<file path="src/hw/rtl/ihex_pkg.sv">
`timescale 1ns / 1ps

package ihex_pkg;

    // ascii codes
    localparam logic [7:0] CH_COLON = 8'h3A;
    localparam logic [7:0] CH_SEMI  = 8'h3B;
    localparam logic [7:0] CH_CR    = 8'h0D;
    localparam logic [7:0] CH_LF    = 8'h0A;
    localparam logic [7:0] CH_SPACE = 8'h20;
    localparam logic [7:0] CH_TAB   = 8'h09;
    localparam logic [7:0] CH_VT    = 8'h0B;
    localparam logic [7:0] CH_FF    = 8'h0C;

    // record types
    localparam logic [7:0] REC_DATA = 8'h00;
    localparam logic [7:0] REC_EOF  = 8'h01;

    // event codes
    localparam logic [1:0] EV_WRITE = 2'd0;
    localparam logic [1:0] EV_DONE  = 2'd1;
    localparam logic [1:0] EV_ERROR = 2'd2;

    typedef enum logic [9:0] {
        PH_IDLE    = 10'b00_0000_0001,
        PH_COMMENT = 10'b00_0000_0010,
        PH_COUNT   = 10'b00_0000_0100,
        PH_ADDR    = 10'b00_0000_1000,
        PH_TYPE    = 10'b00_0001_0000,
        PH_DATA    = 10'b00_0010_0000,
        PH_SKIP    = 10'b00_0100_0000,
        PH_TAIL    = 10'b00_1000_0000,
        PH_DONE    = 10'b01_0000_0000,
        PH_ERROR   = 10'b10_0000_0000
    } t_phase;

    typedef struct packed {
        t_phase      phase;
        logic [1:0]  digit_index;
        logic [7:0]  bytes_left;
        logic [15:0] load_address;
        logic [15:0] field_acc;
    } t_parse_state;

    typedef struct packed {
        logic [7:0] char_code;
        logic       end_of_input;
    } t_in_word;

    typedef struct packed {
        logic [1:0]  event_kind;
        logic [15:0] write_address;
        logic [7:0]  write_byte;
    } t_out_word;

    function automatic logic is_blank(input logic [7:0] c);
        return c inside {CH_SPACE, CH_TAB, CH_LF, CH_CR, CH_VT, CH_FF};
    endfunction

    function automatic logic is_eol(input logic [7:0] c);
        return (c == CH_LF) || (c == CH_CR);
    endfunction

    // returns {valid, nibble}
    function automatic logic [4:0] hex_value(input logic [7:0] c);
        logic [7:0] d;
        d = 8'd0;
        if (c inside {[8'h30:8'h39]}) begin
            d = c - 8'h30;
            return {1'b1, d[3:0]};
        end else if (c inside {[8'h41:8'h46]}) begin
            d = c - 8'h37;
            return {1'b1, d[3:0]};
        end else if (c inside {[8'h61:8'h66]}) begin
            d = c - 8'h57;
            return {1'b1, d[3:0]};
        end
        return 5'd0;
    endfunction

endpackage

</file>
<file path="src/hw/rtl/ihex_step.sv">
`timescale 1ns / 1ps

module ihex_step
    import ihex_pkg::*;
(
    input  t_parse_state i_state,
    input  t_in_word     i_word,
    output t_parse_state o_state,
    output logic         o_emit,
    output t_out_word    o_result
);

    logic [7:0]  c;
    logic [4:0]  hv;
    logic [15:0] acc_new;
    logic [1:0]  dig_new;
    logic        field_done;
    logic [7:0]  left_new;

    assign c        = i_word.char_code;
    assign hv       = hex_value(c);
    assign acc_new  = {i_state.field_acc[11:0], hv[3:0]};
    assign dig_new  = i_state.digit_index + 2'd1;
    // address field wraps the digit counter back to zero after four digits
    assign field_done = (i_state.phase == PH_ADDR) ? (dig_new == 2'd0) : (dig_new == 2'd2);
    assign left_new = i_state.bytes_left - 8'd1;

    always_comb begin
        o_state  = i_state;
        o_emit   = 1'b0;
        o_result = '0;
        if (i_state.phase inside {PH_DONE, PH_ERROR}) begin
            o_emit = 1'b0;
        end else if (i_word.end_of_input) begin
            o_emit = 1'b1;
            if (i_state.phase inside {PH_IDLE, PH_TAIL}) begin
                o_state.phase       = PH_DONE;
                o_result.event_kind = EV_DONE;
            end else begin
                o_state.phase       = PH_ERROR;
                o_result.event_kind = EV_ERROR;
            end
        end else begin
            case (i_state.phase)
                PH_IDLE: begin
                    if (is_blank(c)) begin
                        o_state.phase = PH_IDLE;
                    end else if (c == CH_SEMI) begin
                        o_state.phase = PH_COMMENT;
                    end else if (c == CH_COLON) begin
                        o_state.phase       = PH_COUNT;
                        o_state.digit_index = 2'd0;
                        o_state.field_acc   = 16'd0;
                    end else begin
                        o_state.phase       = PH_ERROR;
                        o_emit              = 1'b1;
                        o_result.event_kind = EV_ERROR;
                    end
                end
                PH_COMMENT, PH_SKIP, PH_TAIL: begin
                    if (is_eol(c)) begin
                        o_state.phase = PH_IDLE;
                    end
                end
                PH_COUNT, PH_ADDR, PH_TYPE, PH_DATA: begin
                    if (i_state.digit_index == 2'd0 && is_blank(c)) begin
                        o_state.phase = i_state.phase;
                    end else if (!hv[4]) begin
                        o_state.phase       = PH_ERROR;
                        o_emit              = 1'b1;
                        o_result.event_kind = EV_ERROR;
                    end else if (!field_done) begin
                        o_state.field_acc   = acc_new;
                        o_state.digit_index = dig_new;
                    end else begin
                        o_state.field_acc   = 16'd0;
                        o_state.digit_index = 2'd0;
                        case (i_state.phase)
                            PH_COUNT: begin
                                o_state.bytes_left = acc_new[7:0];
                                o_state.phase = (acc_new[7:0] == 8'd0) ? PH_SKIP : PH_ADDR;
                            end
                            PH_ADDR: begin
                                o_state.load_address = acc_new;
                                o_state.phase        = PH_TYPE;
                            end
                            PH_TYPE: begin
                                if (acc_new[7:0] == REC_EOF) begin
                                    o_state.phase       = PH_DONE;
                                    o_emit              = 1'b1;
                                    o_result.event_kind = EV_DONE;
                                end else if (acc_new[7:0] != REC_DATA) begin
                                    o_state.phase       = PH_ERROR;
                                    o_emit              = 1'b1;
                                    o_result.event_kind = EV_ERROR;
                                end else begin
                                    o_state.phase = PH_DATA;
                                end
                            end
                            default: begin
                                o_emit                 = 1'b1;
                                o_result.event_kind    = EV_WRITE;
                                o_result.write_address = i_state.load_address;
                                o_result.write_byte    = acc_new[7:0];
                                o_state.load_address   = i_state.load_address + 16'd1;
                                o_state.bytes_left     = left_new;
                                if (left_new == 8'd0) begin
                                    o_state.phase = PH_TAIL;
                                end
                            end
                        endcase
                    end
                end
                default: begin
                    o_state.phase       = PH_ERROR;
                    o_emit              = 1'b1;
                    o_result.event_kind = EV_ERROR;
                end
            endcase
        end
    end

endmodule

</file>
<file path="src/hw/rtl/intel_hex_record_parser_core.sv">
`timescale 1ns / 1ps
// intel hex record parser, one text character per input word
// input channel: i_in_valid / o_in_ready carry a t_in_word (char_code plus an
//   end_of_input mark whose char_code is ignored)
// output channel: o_out_valid / i_out_ready carry a t_out_word event: a memory
//   write of write_byte at write_address, load finished, or parse error
// each word causes zero or one event; blanks between fields, comments, digits
//   before the last of a field and the checksum tail cause none
// an accepted word waits in the input register until the result slot is free;
//   it is then parsed and its event is offered from the result register
// throughput: one word per cycle unless the receiver stalls; the single parse
//   stage updates the record state between the input and result registers
// when the receiver stalls, the event holds in the result register; the input
//   register takes one more word only if empty, then o_in_ready drops until the
//   result is taken
// done and error are sticky: later words are accepted and dropped
// reset (synchronous, active low) empties both registers and returns the
//   parser to waiting for a record start
module intel_hex_record_parser_core
    import ihex_pkg::*;
(
    input  logic      i_clk,
    input  logic      i_rst_n,
    input  logic      i_in_valid,
    output logic      o_in_ready,
    input  t_in_word  i_in_word,
    output logic      o_out_valid,
    input  logic      i_out_ready,
    output t_out_word o_out_word
);

    logic         r_in_valid;
    t_in_word     r_in_word;
    t_parse_state r_state, n_state;
    logic         r_out_valid;
    t_out_word    r_out_word, n_out_word;
    logic         step_emit;
    logic         can_proc;
    logic         proc;

    // result slot is free or being emptied this cycle
    assign can_proc   = !r_out_valid || i_out_ready;
    assign proc       = r_in_valid && can_proc;
    assign o_in_ready = !r_in_valid || can_proc;

    ihex_step u_step (
        .i_state  (r_state),
        .i_word   (r_in_word),
        .o_state  (n_state),
        .o_emit   (step_emit),
        .o_result (n_out_word)
    );

    always_ff @(posedge i_clk) begin
        if (!i_rst_n) begin
            r_in_valid  <= 1'b0;
            r_out_valid <= 1'b0;
            r_state     <= '{phase: PH_IDLE, digit_index: 2'd0, bytes_left: 8'd0,
                             load_address: 16'd0, field_acc: 16'd0};
        end else begin
            if (o_in_ready) begin
                r_in_valid <= i_in_valid;
            end
            if (proc) begin
                r_state <= n_state;
            end
            if (can_proc) begin
                r_out_valid <= proc && step_emit;
            end
        end
    end

    always_ff @(posedge i_clk) begin
        if (o_in_ready && i_in_valid) begin
            r_in_word <= i_in_word;
        end
        if (proc && step_emit) begin
            r_out_word <= n_out_word;
        end
    end

    assign o_out_valid = r_out_valid;
    assign o_out_word  = r_out_word;

    // finished phases are sticky
    a_done_sticky: assert property (@(posedge i_clk) disable iff (!i_rst_n)
        r_state.phase == PH_DONE |=> r_state.phase == PH_DONE)
        else $error("done phase left without reset");

    a_error_sticky: assert property (@(posedge i_clk) disable iff (!i_rst_n)
        r_state.phase == PH_ERROR |=> r_state.phase == PH_ERROR)
        else $error("error phase left without reset");

    // a pending done or error event matches the parser state
    a_done_event: assert property (@(posedge i_clk) disable iff (!i_rst_n)
        o_out_valid && o_out_word.event_kind == EV_DONE |-> r_state.phase == PH_DONE)
        else $error("done event while parser not finished");

    a_error_event: assert property (@(posedge i_clk) disable iff (!i_rst_n)
        o_out_valid && o_out_word.event_kind == EV_ERROR |-> r_state.phase == PH_ERROR)
        else $error("error event while parser not in error");

    // a word waiting for a full result slot is not lost
    a_in_hold: assert property (@(posedge i_clk) disable iff (!i_rst_n)
        r_in_valid && !can_proc |=> r_in_valid && $stable(r_in_word))
        else $error("pending input word dropped");

endmodule
</file>
<file path="config.mk">
export PLATFORM = sky130hd
export DESIGN_NAME = intel_hex_record_parser_core
export DESIGN_NICKNAME = d
export VERILOG_FILES = /design/src/hw/rtl/ihex_pkg.sv /design/src/hw/rtl/ihex_step.sv /design/src/hw/rtl/intel_hex_record_parser_core.sv
export SDC_FILE = /design/constraint.sdc
export NUM_CORES = 1
export LEC_CHECK = 0
export BUFFER_PORTS_ARGS = -buffer_cell sky130_fd_sc_hd__buf_2
export CORE_ASPECT_RATIO = 0.7
export CORE_MARGIN = 2
export CORE_UTILIZATION = 39
export CTS_BUF_LIST = sky130_fd_sc_hd__clkbuf_4 sky130_fd_sc_hd__clkbuf_8
export DETAILED_ROUTE_END_ITERATION = 8
export GPL_TIMING_DRIVEN = 0
export SLEW_MARGIN = 20
export SYNTH_ARGS = -nofsm -noshare
export SYNTH_HDL_FRONTEND = slang
export SYNTH_HIERARCHICAL = 1
export SYNTH_SLANG_ARGS = --single-unit
</file>
<file path="constraint.sdc">
create_clock -name i_clk -period 3.7 [get_ports i_clk]
set_input_delay 0.74 -clock i_clk [delete_from_list [all_inputs] [get_ports i_clk]]
set_output_delay 0.74 -clock i_clk [all_outputs]
set_load 0.01 [all_outputs]
</file>
---- Word-level counts from Yosys, hierarchy flattened ----
Index checks and enable logic that the tools add are counted.
operators by class
  mux-type cells .......................... 64
  magnitude comparators ................... 6
  bitwise gates (word level) .............. 8
  $add $sub $neg .......................... 6
  equality and inequality tests ........... 29
  reduce and logical (&&, ||, !) cells .... 32
operators by type and width
  operator                 number
  $mux W10                 12
  $mux W42                 2
  $mux W24                 3
  $pmux W10 S3             2
  $mux W26                 2
  $eq A8 B4 Y1 const B     5
  $mux W12                 3
  $pmux W16 S2             1
  $mux W2                  13
  $eq A8 B6 Y1 const B     3
  $pmux W12 S2             1
  $mux W5                  4
  $add A16 B1 Y16 const B  1
  $ge A8 B7 Y1 const B     2
  $le A8 B7 Y1 const B     2
  $logic_not A8 Y1         2
  $mux W16                 1
  $pmux W8 S2              1
  $reduce_and A8 Y1        2
  $mux W1                  14
  $eq A10 B1 Y1 const B    1
  $eq A10 B10 Y1 const B   1
  $eq A10 B2 Y1 const B    1
  $eq A10 B3 Y1 const B    1
  39 further kinds         65
word-level totals
  input bits .............................. 13
  output and inout bits ................... 28
  word-level logic and storage cells ...... 157
  flip-flop bits (word level) ............. 85

---- Longest topological paths before layout ----
  depth after elaboration ................. 17
  mapped depth ............................ 13
  depth with buffers taken out ............ 11

---- Cells and area by module ----
The synthesis kept the hierarchy.
modules (own cells, without submodules)
  module                        area each (um^2)  sequential area each (um^2)  instances  cells each
  intel_hex_record_parser_core  3289.4            2132.0                       1          274
  ihex_step                     2369.8            0.0                          1          397

---- Least setup slack after synthesis ----
Ideal clock, no wire load.
  path kind ............................... flip-flop to flip-flop
  start ................................... reg r_in_word[8] (netlist bit)
  end ..................................... reg r_out_word, in the netlist o_out_word[0], enable pin
  path buffers ............................ 0
  arrival time ............................ 3.263 ns
  cell stages (with the launch flop) ...... 10
  library setup time ...................... 0.409 ns
  clock period less this slack ............ 3.672 ns
  setup slack ............................. 0.028 ns
  required time ........................... 3.291 ns
  path through ............................ edfxtp_1 > or4b_1 > a311oi_2 > a2111oi_0 > and2_1 > a21oi_1 > o21bai_1 > a31oi_1 > nand2_1 > nor2_1
on the way
  longest elaborated chain between the ends .. 17
  elaborated cells on any way between the ends .. 40
  classes of those cells .................. order compare: 6; eq/ne: 9; mux: 18; reduce/logical: 7
ends and longest elaborated chain
  element                                       line                                RTL
  start, declared                               intel_hex_record_parser_core.sv:33  t_in_word r_in_word;
  start signal, assigned                        intel_hex_record_parser_core.sv:75  r_in_word <= i_in_word;
  $ge A8 B7 Y1 or $le A8 B7 Y1 (tied branches)  ihex_pkg.sv:74                      end else if (c inside {[8'h61:8'h66]}) begin
  $logic_and A1 B1 Y1                           ihex_pkg.sv:74
  $mux W1                                       ihex_pkg.sv:74
  $mux W1                                       ihex_pkg.sv:71                      end else if (c inside {[8'h41:8'h46]}) begin
  $mux W1                                       ihex_pkg.sv:68                      if (c inside {[8'h30:8'h39]}) begin
  $mux W5                                       ihex_pkg.sv:78                      return 5'd0;
  $reduce_bool A8 Y1                            ihex_step.sv:92                     end else if (acc_new[7:0] != REC_DATA) begin
  $mux W1                                       ihex_step.sv:92
  [2 not listed]                                -
  $mux W1                                       ihex_step.sv:72                     end else if (!field_done) begin
  $mux W1                                       ihex_step.sv:68                     end else if (!hv[4]) begin
  $mux W1                                       ihex_step.sv:66                     if (i_state.digit_index == 2'd0 && is_blank(c)) begin
  $pmux W1 S3 *                                 ihex_step.sv:44                     case (i_state.phase)
  $mux W1 *                                     ihex_step.sv:34                     end else if (i_word.end_of_input) begin
  $mux W1 *                                     ihex_step.sv:32                     if (i_state.phase inside {PH_DONE, PH_ERROR}) begin
  named net step_emit                           intel_hex_record_parser_core.sv:37  logic step_emit;
  $logic_and A1 B1 Y1 *                         intel_hex_record_parser_core.sv:77  if (proc && step_emit) begin
  end signal, assigned                          intel_hex_record_parser_core.sv:78  r_out_word <= n_out_word;
  end, declared                                 intel_hex_record_parser_core.sv:36  t_out_word r_out_word, n_out_word;
Mark *: on every way through the listed nets, which the timed path passes. The rest lies on a longest branch.
A chain may end at the register's enable or synchronous reset.

---- Final worst setup path ----
  start ................................... reg r_in_word[1] (netlist bit)
  end ..................................... reg r_out_word, in the netlist o_out_word[23], enable pin
Same word-level chain as after synthesis.

==> impl_metrics.json <==
{
  "clock-sinks": 85,
  "critical_path.slowest_cell": "o211ai_1",
  "syn-cell-area_um2": 5474,
  "grt.total_usage": 0.2211,
  "maxCapViolCount": 0,
  "setup_violations": 0,
  "area_growth_pct": 12.69,
  "numPortBuffers": 39,
  "cts_tree": "built",
  "syn_inst": 651,
  "cts.reportedPaths.clkPinSlew_ns": 0.09,
  "max-slew-margin-rel": 0.3889,
  "fillers": 1386,
  "hold_viol": 0,
  "layout_common_cells": "nand2_1 (128), buf_2 (53), dfxtp_1 (50), mux2i_1 (48), nor2_1 (48)",
  "cp_cell_sequence": "inv_1 > ha_1 > or3_1 > o211a_1 > o211ai_1 > nand3_1 > o21bai_1 > a31oi_1 > nand2_1 > nor2_4 > buf_12",
  "cts_root_buf": "clkbuf_8",
  "die-area_um2": 15010,
  "drtIter0Drc": 539,
  "hpwlAfterDp_um": 11620,
  "globalRouteOverflowTotal": 0,
  "power.total_mw": 1.965,
  "avgRoutedWirePerCell_um": 17.78,
  "yosysWarnings": 6,
  "htree_levels": 3,
  "final_util": 0.4461,
  "gp_congestion": 0.9635,
  "period_minus_slack_ns": 3.404,
  "core-area_um2": 13830,
  "irDropWorstVdd_uv": 144.3,
  "die_h_um": 103.1,
  "end_kind": "flip-flop",
  "start_util": 0.3959,
  "r2r_start": "r_in_word[1]",
  "antenna_found_initial": 0,
  "grt_pass1_wl_um": 25700,
  "nets": 725,
  "fp.dieW_um": 145.6,
  "viasPerCell": 5.620,
  "cts_max_path_buffers": 2,
  "tightest_slew_ns": 0.9167,
  "ant_nets": 0,
  "finalCritPeriodShare": 0.9200,
  "first_global_vias": 4766,
  "status": "complete, no violations",
  "hold_path.class": "reg -> reg",
  "grt_max_degree": 26,
  "powerDensity_nw_per_um2": 318.6,
  "slowest_delay_ns": 0.57,
  "via_count": 5041,
  "required_ns": 3.80,
  "crit_start": "r_in_word[1]",
  "drc": 0,
  "power.leakage_nw": 2.148,
  "min_from": "r_state[34]",
  "final_max_slew_viol_count": 0,
  "dr.pass1.iters": 5,
  "diodes": 0,
  "max_clock_freq_mhz": 293.8,
  "synth_area_per_cell_um2": 8.409,
  "wl_um": 15950,
  "setup.worst_path.class": "reg -> reg",
  "numCtsBuffers": 9,
  "startpoint_type": "flip-flop",
  "clock_skew_ns": 0.009576,
  "pin_count": 41,
  "num_rows": 36,
  "worstPathMaxFanout": 25,
  "drive_above_1_share": 0.1386,
  "rsz0062_at_grt": "false",
  "final_common_cell": "nand2_1",
  "clock_latency_ns": 0.39,
  "syn-num-nets": 674,
  "critical_path_arrival_ns": 3.50
}
-- metal layers --
layer / track usage / share of wire / up-vias
met4: 0.07919 / 0.020 / 0
met5: 0 / 0 / -
li1: - / - / 2441
met3: 0.04159 / 0.063 / 25
met1: 0.3125 / 0.49 / 2401
met2: 0.3409 / 0.43 / 174
-- worst paths after layout --
path	to	slack (ns)	cells after the start
max reg2reg	o_out_word[23]	0.30	11
max	o_out_word[23]	0.30	11
min reg2reg	r_state[34]	0.46	2
min	r_state[34]	0.46	2
-- power by group --
part	internal, mW	leakage, nW	switching (mW)
combinational	0.0771	1.29	0.123
sequential	0.998	0.748	0.0112
clock	0.383	0.106	0.372
-- worst max-delay path: cells and delay by family (launching register included) --
kind	cells	cell delay, ns
AO/OA/AOI/OAI	4	1.22
flip-flops	1	0.47
AND/OR/NAND/NOR	4	0.84
buffers and inverters	2	0.29
adder cells (fa/ha/maj)	1	0.28
-- per-stage QoR --
| stage | hold slack [ns] | setup slack, ns | instances | TNS [ns] | instance area, um^2 |
|---|---|---|---|---|---|
| 4_1_cts | 0.4662 | 0.2445 | 897 | 0 | 6156 |
| 6_report | 0.4640 | 0.2961 | 897 | 0 | 6168 |
| 3_3_place_gp | 0.4430 | -0.9976 | 880 | -25.83 | 5907 |
| 2_1_floorplan | 0.4335 | 0.02827 | 651 | 0 | 5474 |
| 3_5_place_dp | 0.4531 | 0.2789 | 881 | 0 | 5934 |
| 5_1_grt | 0.4812 | 0.02271 | 897 | 0 | 6168 |
-- repair_timing --
| action | in CTS | in global routing |
|---|---|---|
| resized for setup | 0 | 2 |
| endpoints found under the setup margin | 0 | 28 |
| hold buffers | 0 | 0 |
| setup buffers | 0 | 0 |
-- sequential cells by signal, summed over array words and instances, names as in the netlist --
| signal | flops |
|---|---|
| r_in_valid | 1 |
| o_out_valid | 1 |
| r_in_word | 9 |
| o_out_word | 26 |
| r_state | 48 |
-- layout make-up --
class                      count  area [um^2]  share of cell area
multi-input combinational    498         3077              0.4988
sequential                    85         2052              0.3327
buffer                        47        286.5             0.04645
tap                          190        237.7             0.03854
timing repair buffer          40        215.2             0.03489
clock buffer                   9        123.9             0.02008
clock inverter                 7        97.59             0.01582
inverter                      21        78.83             0.01278
No activity file was read; power rests on OpenSTA's default activity.
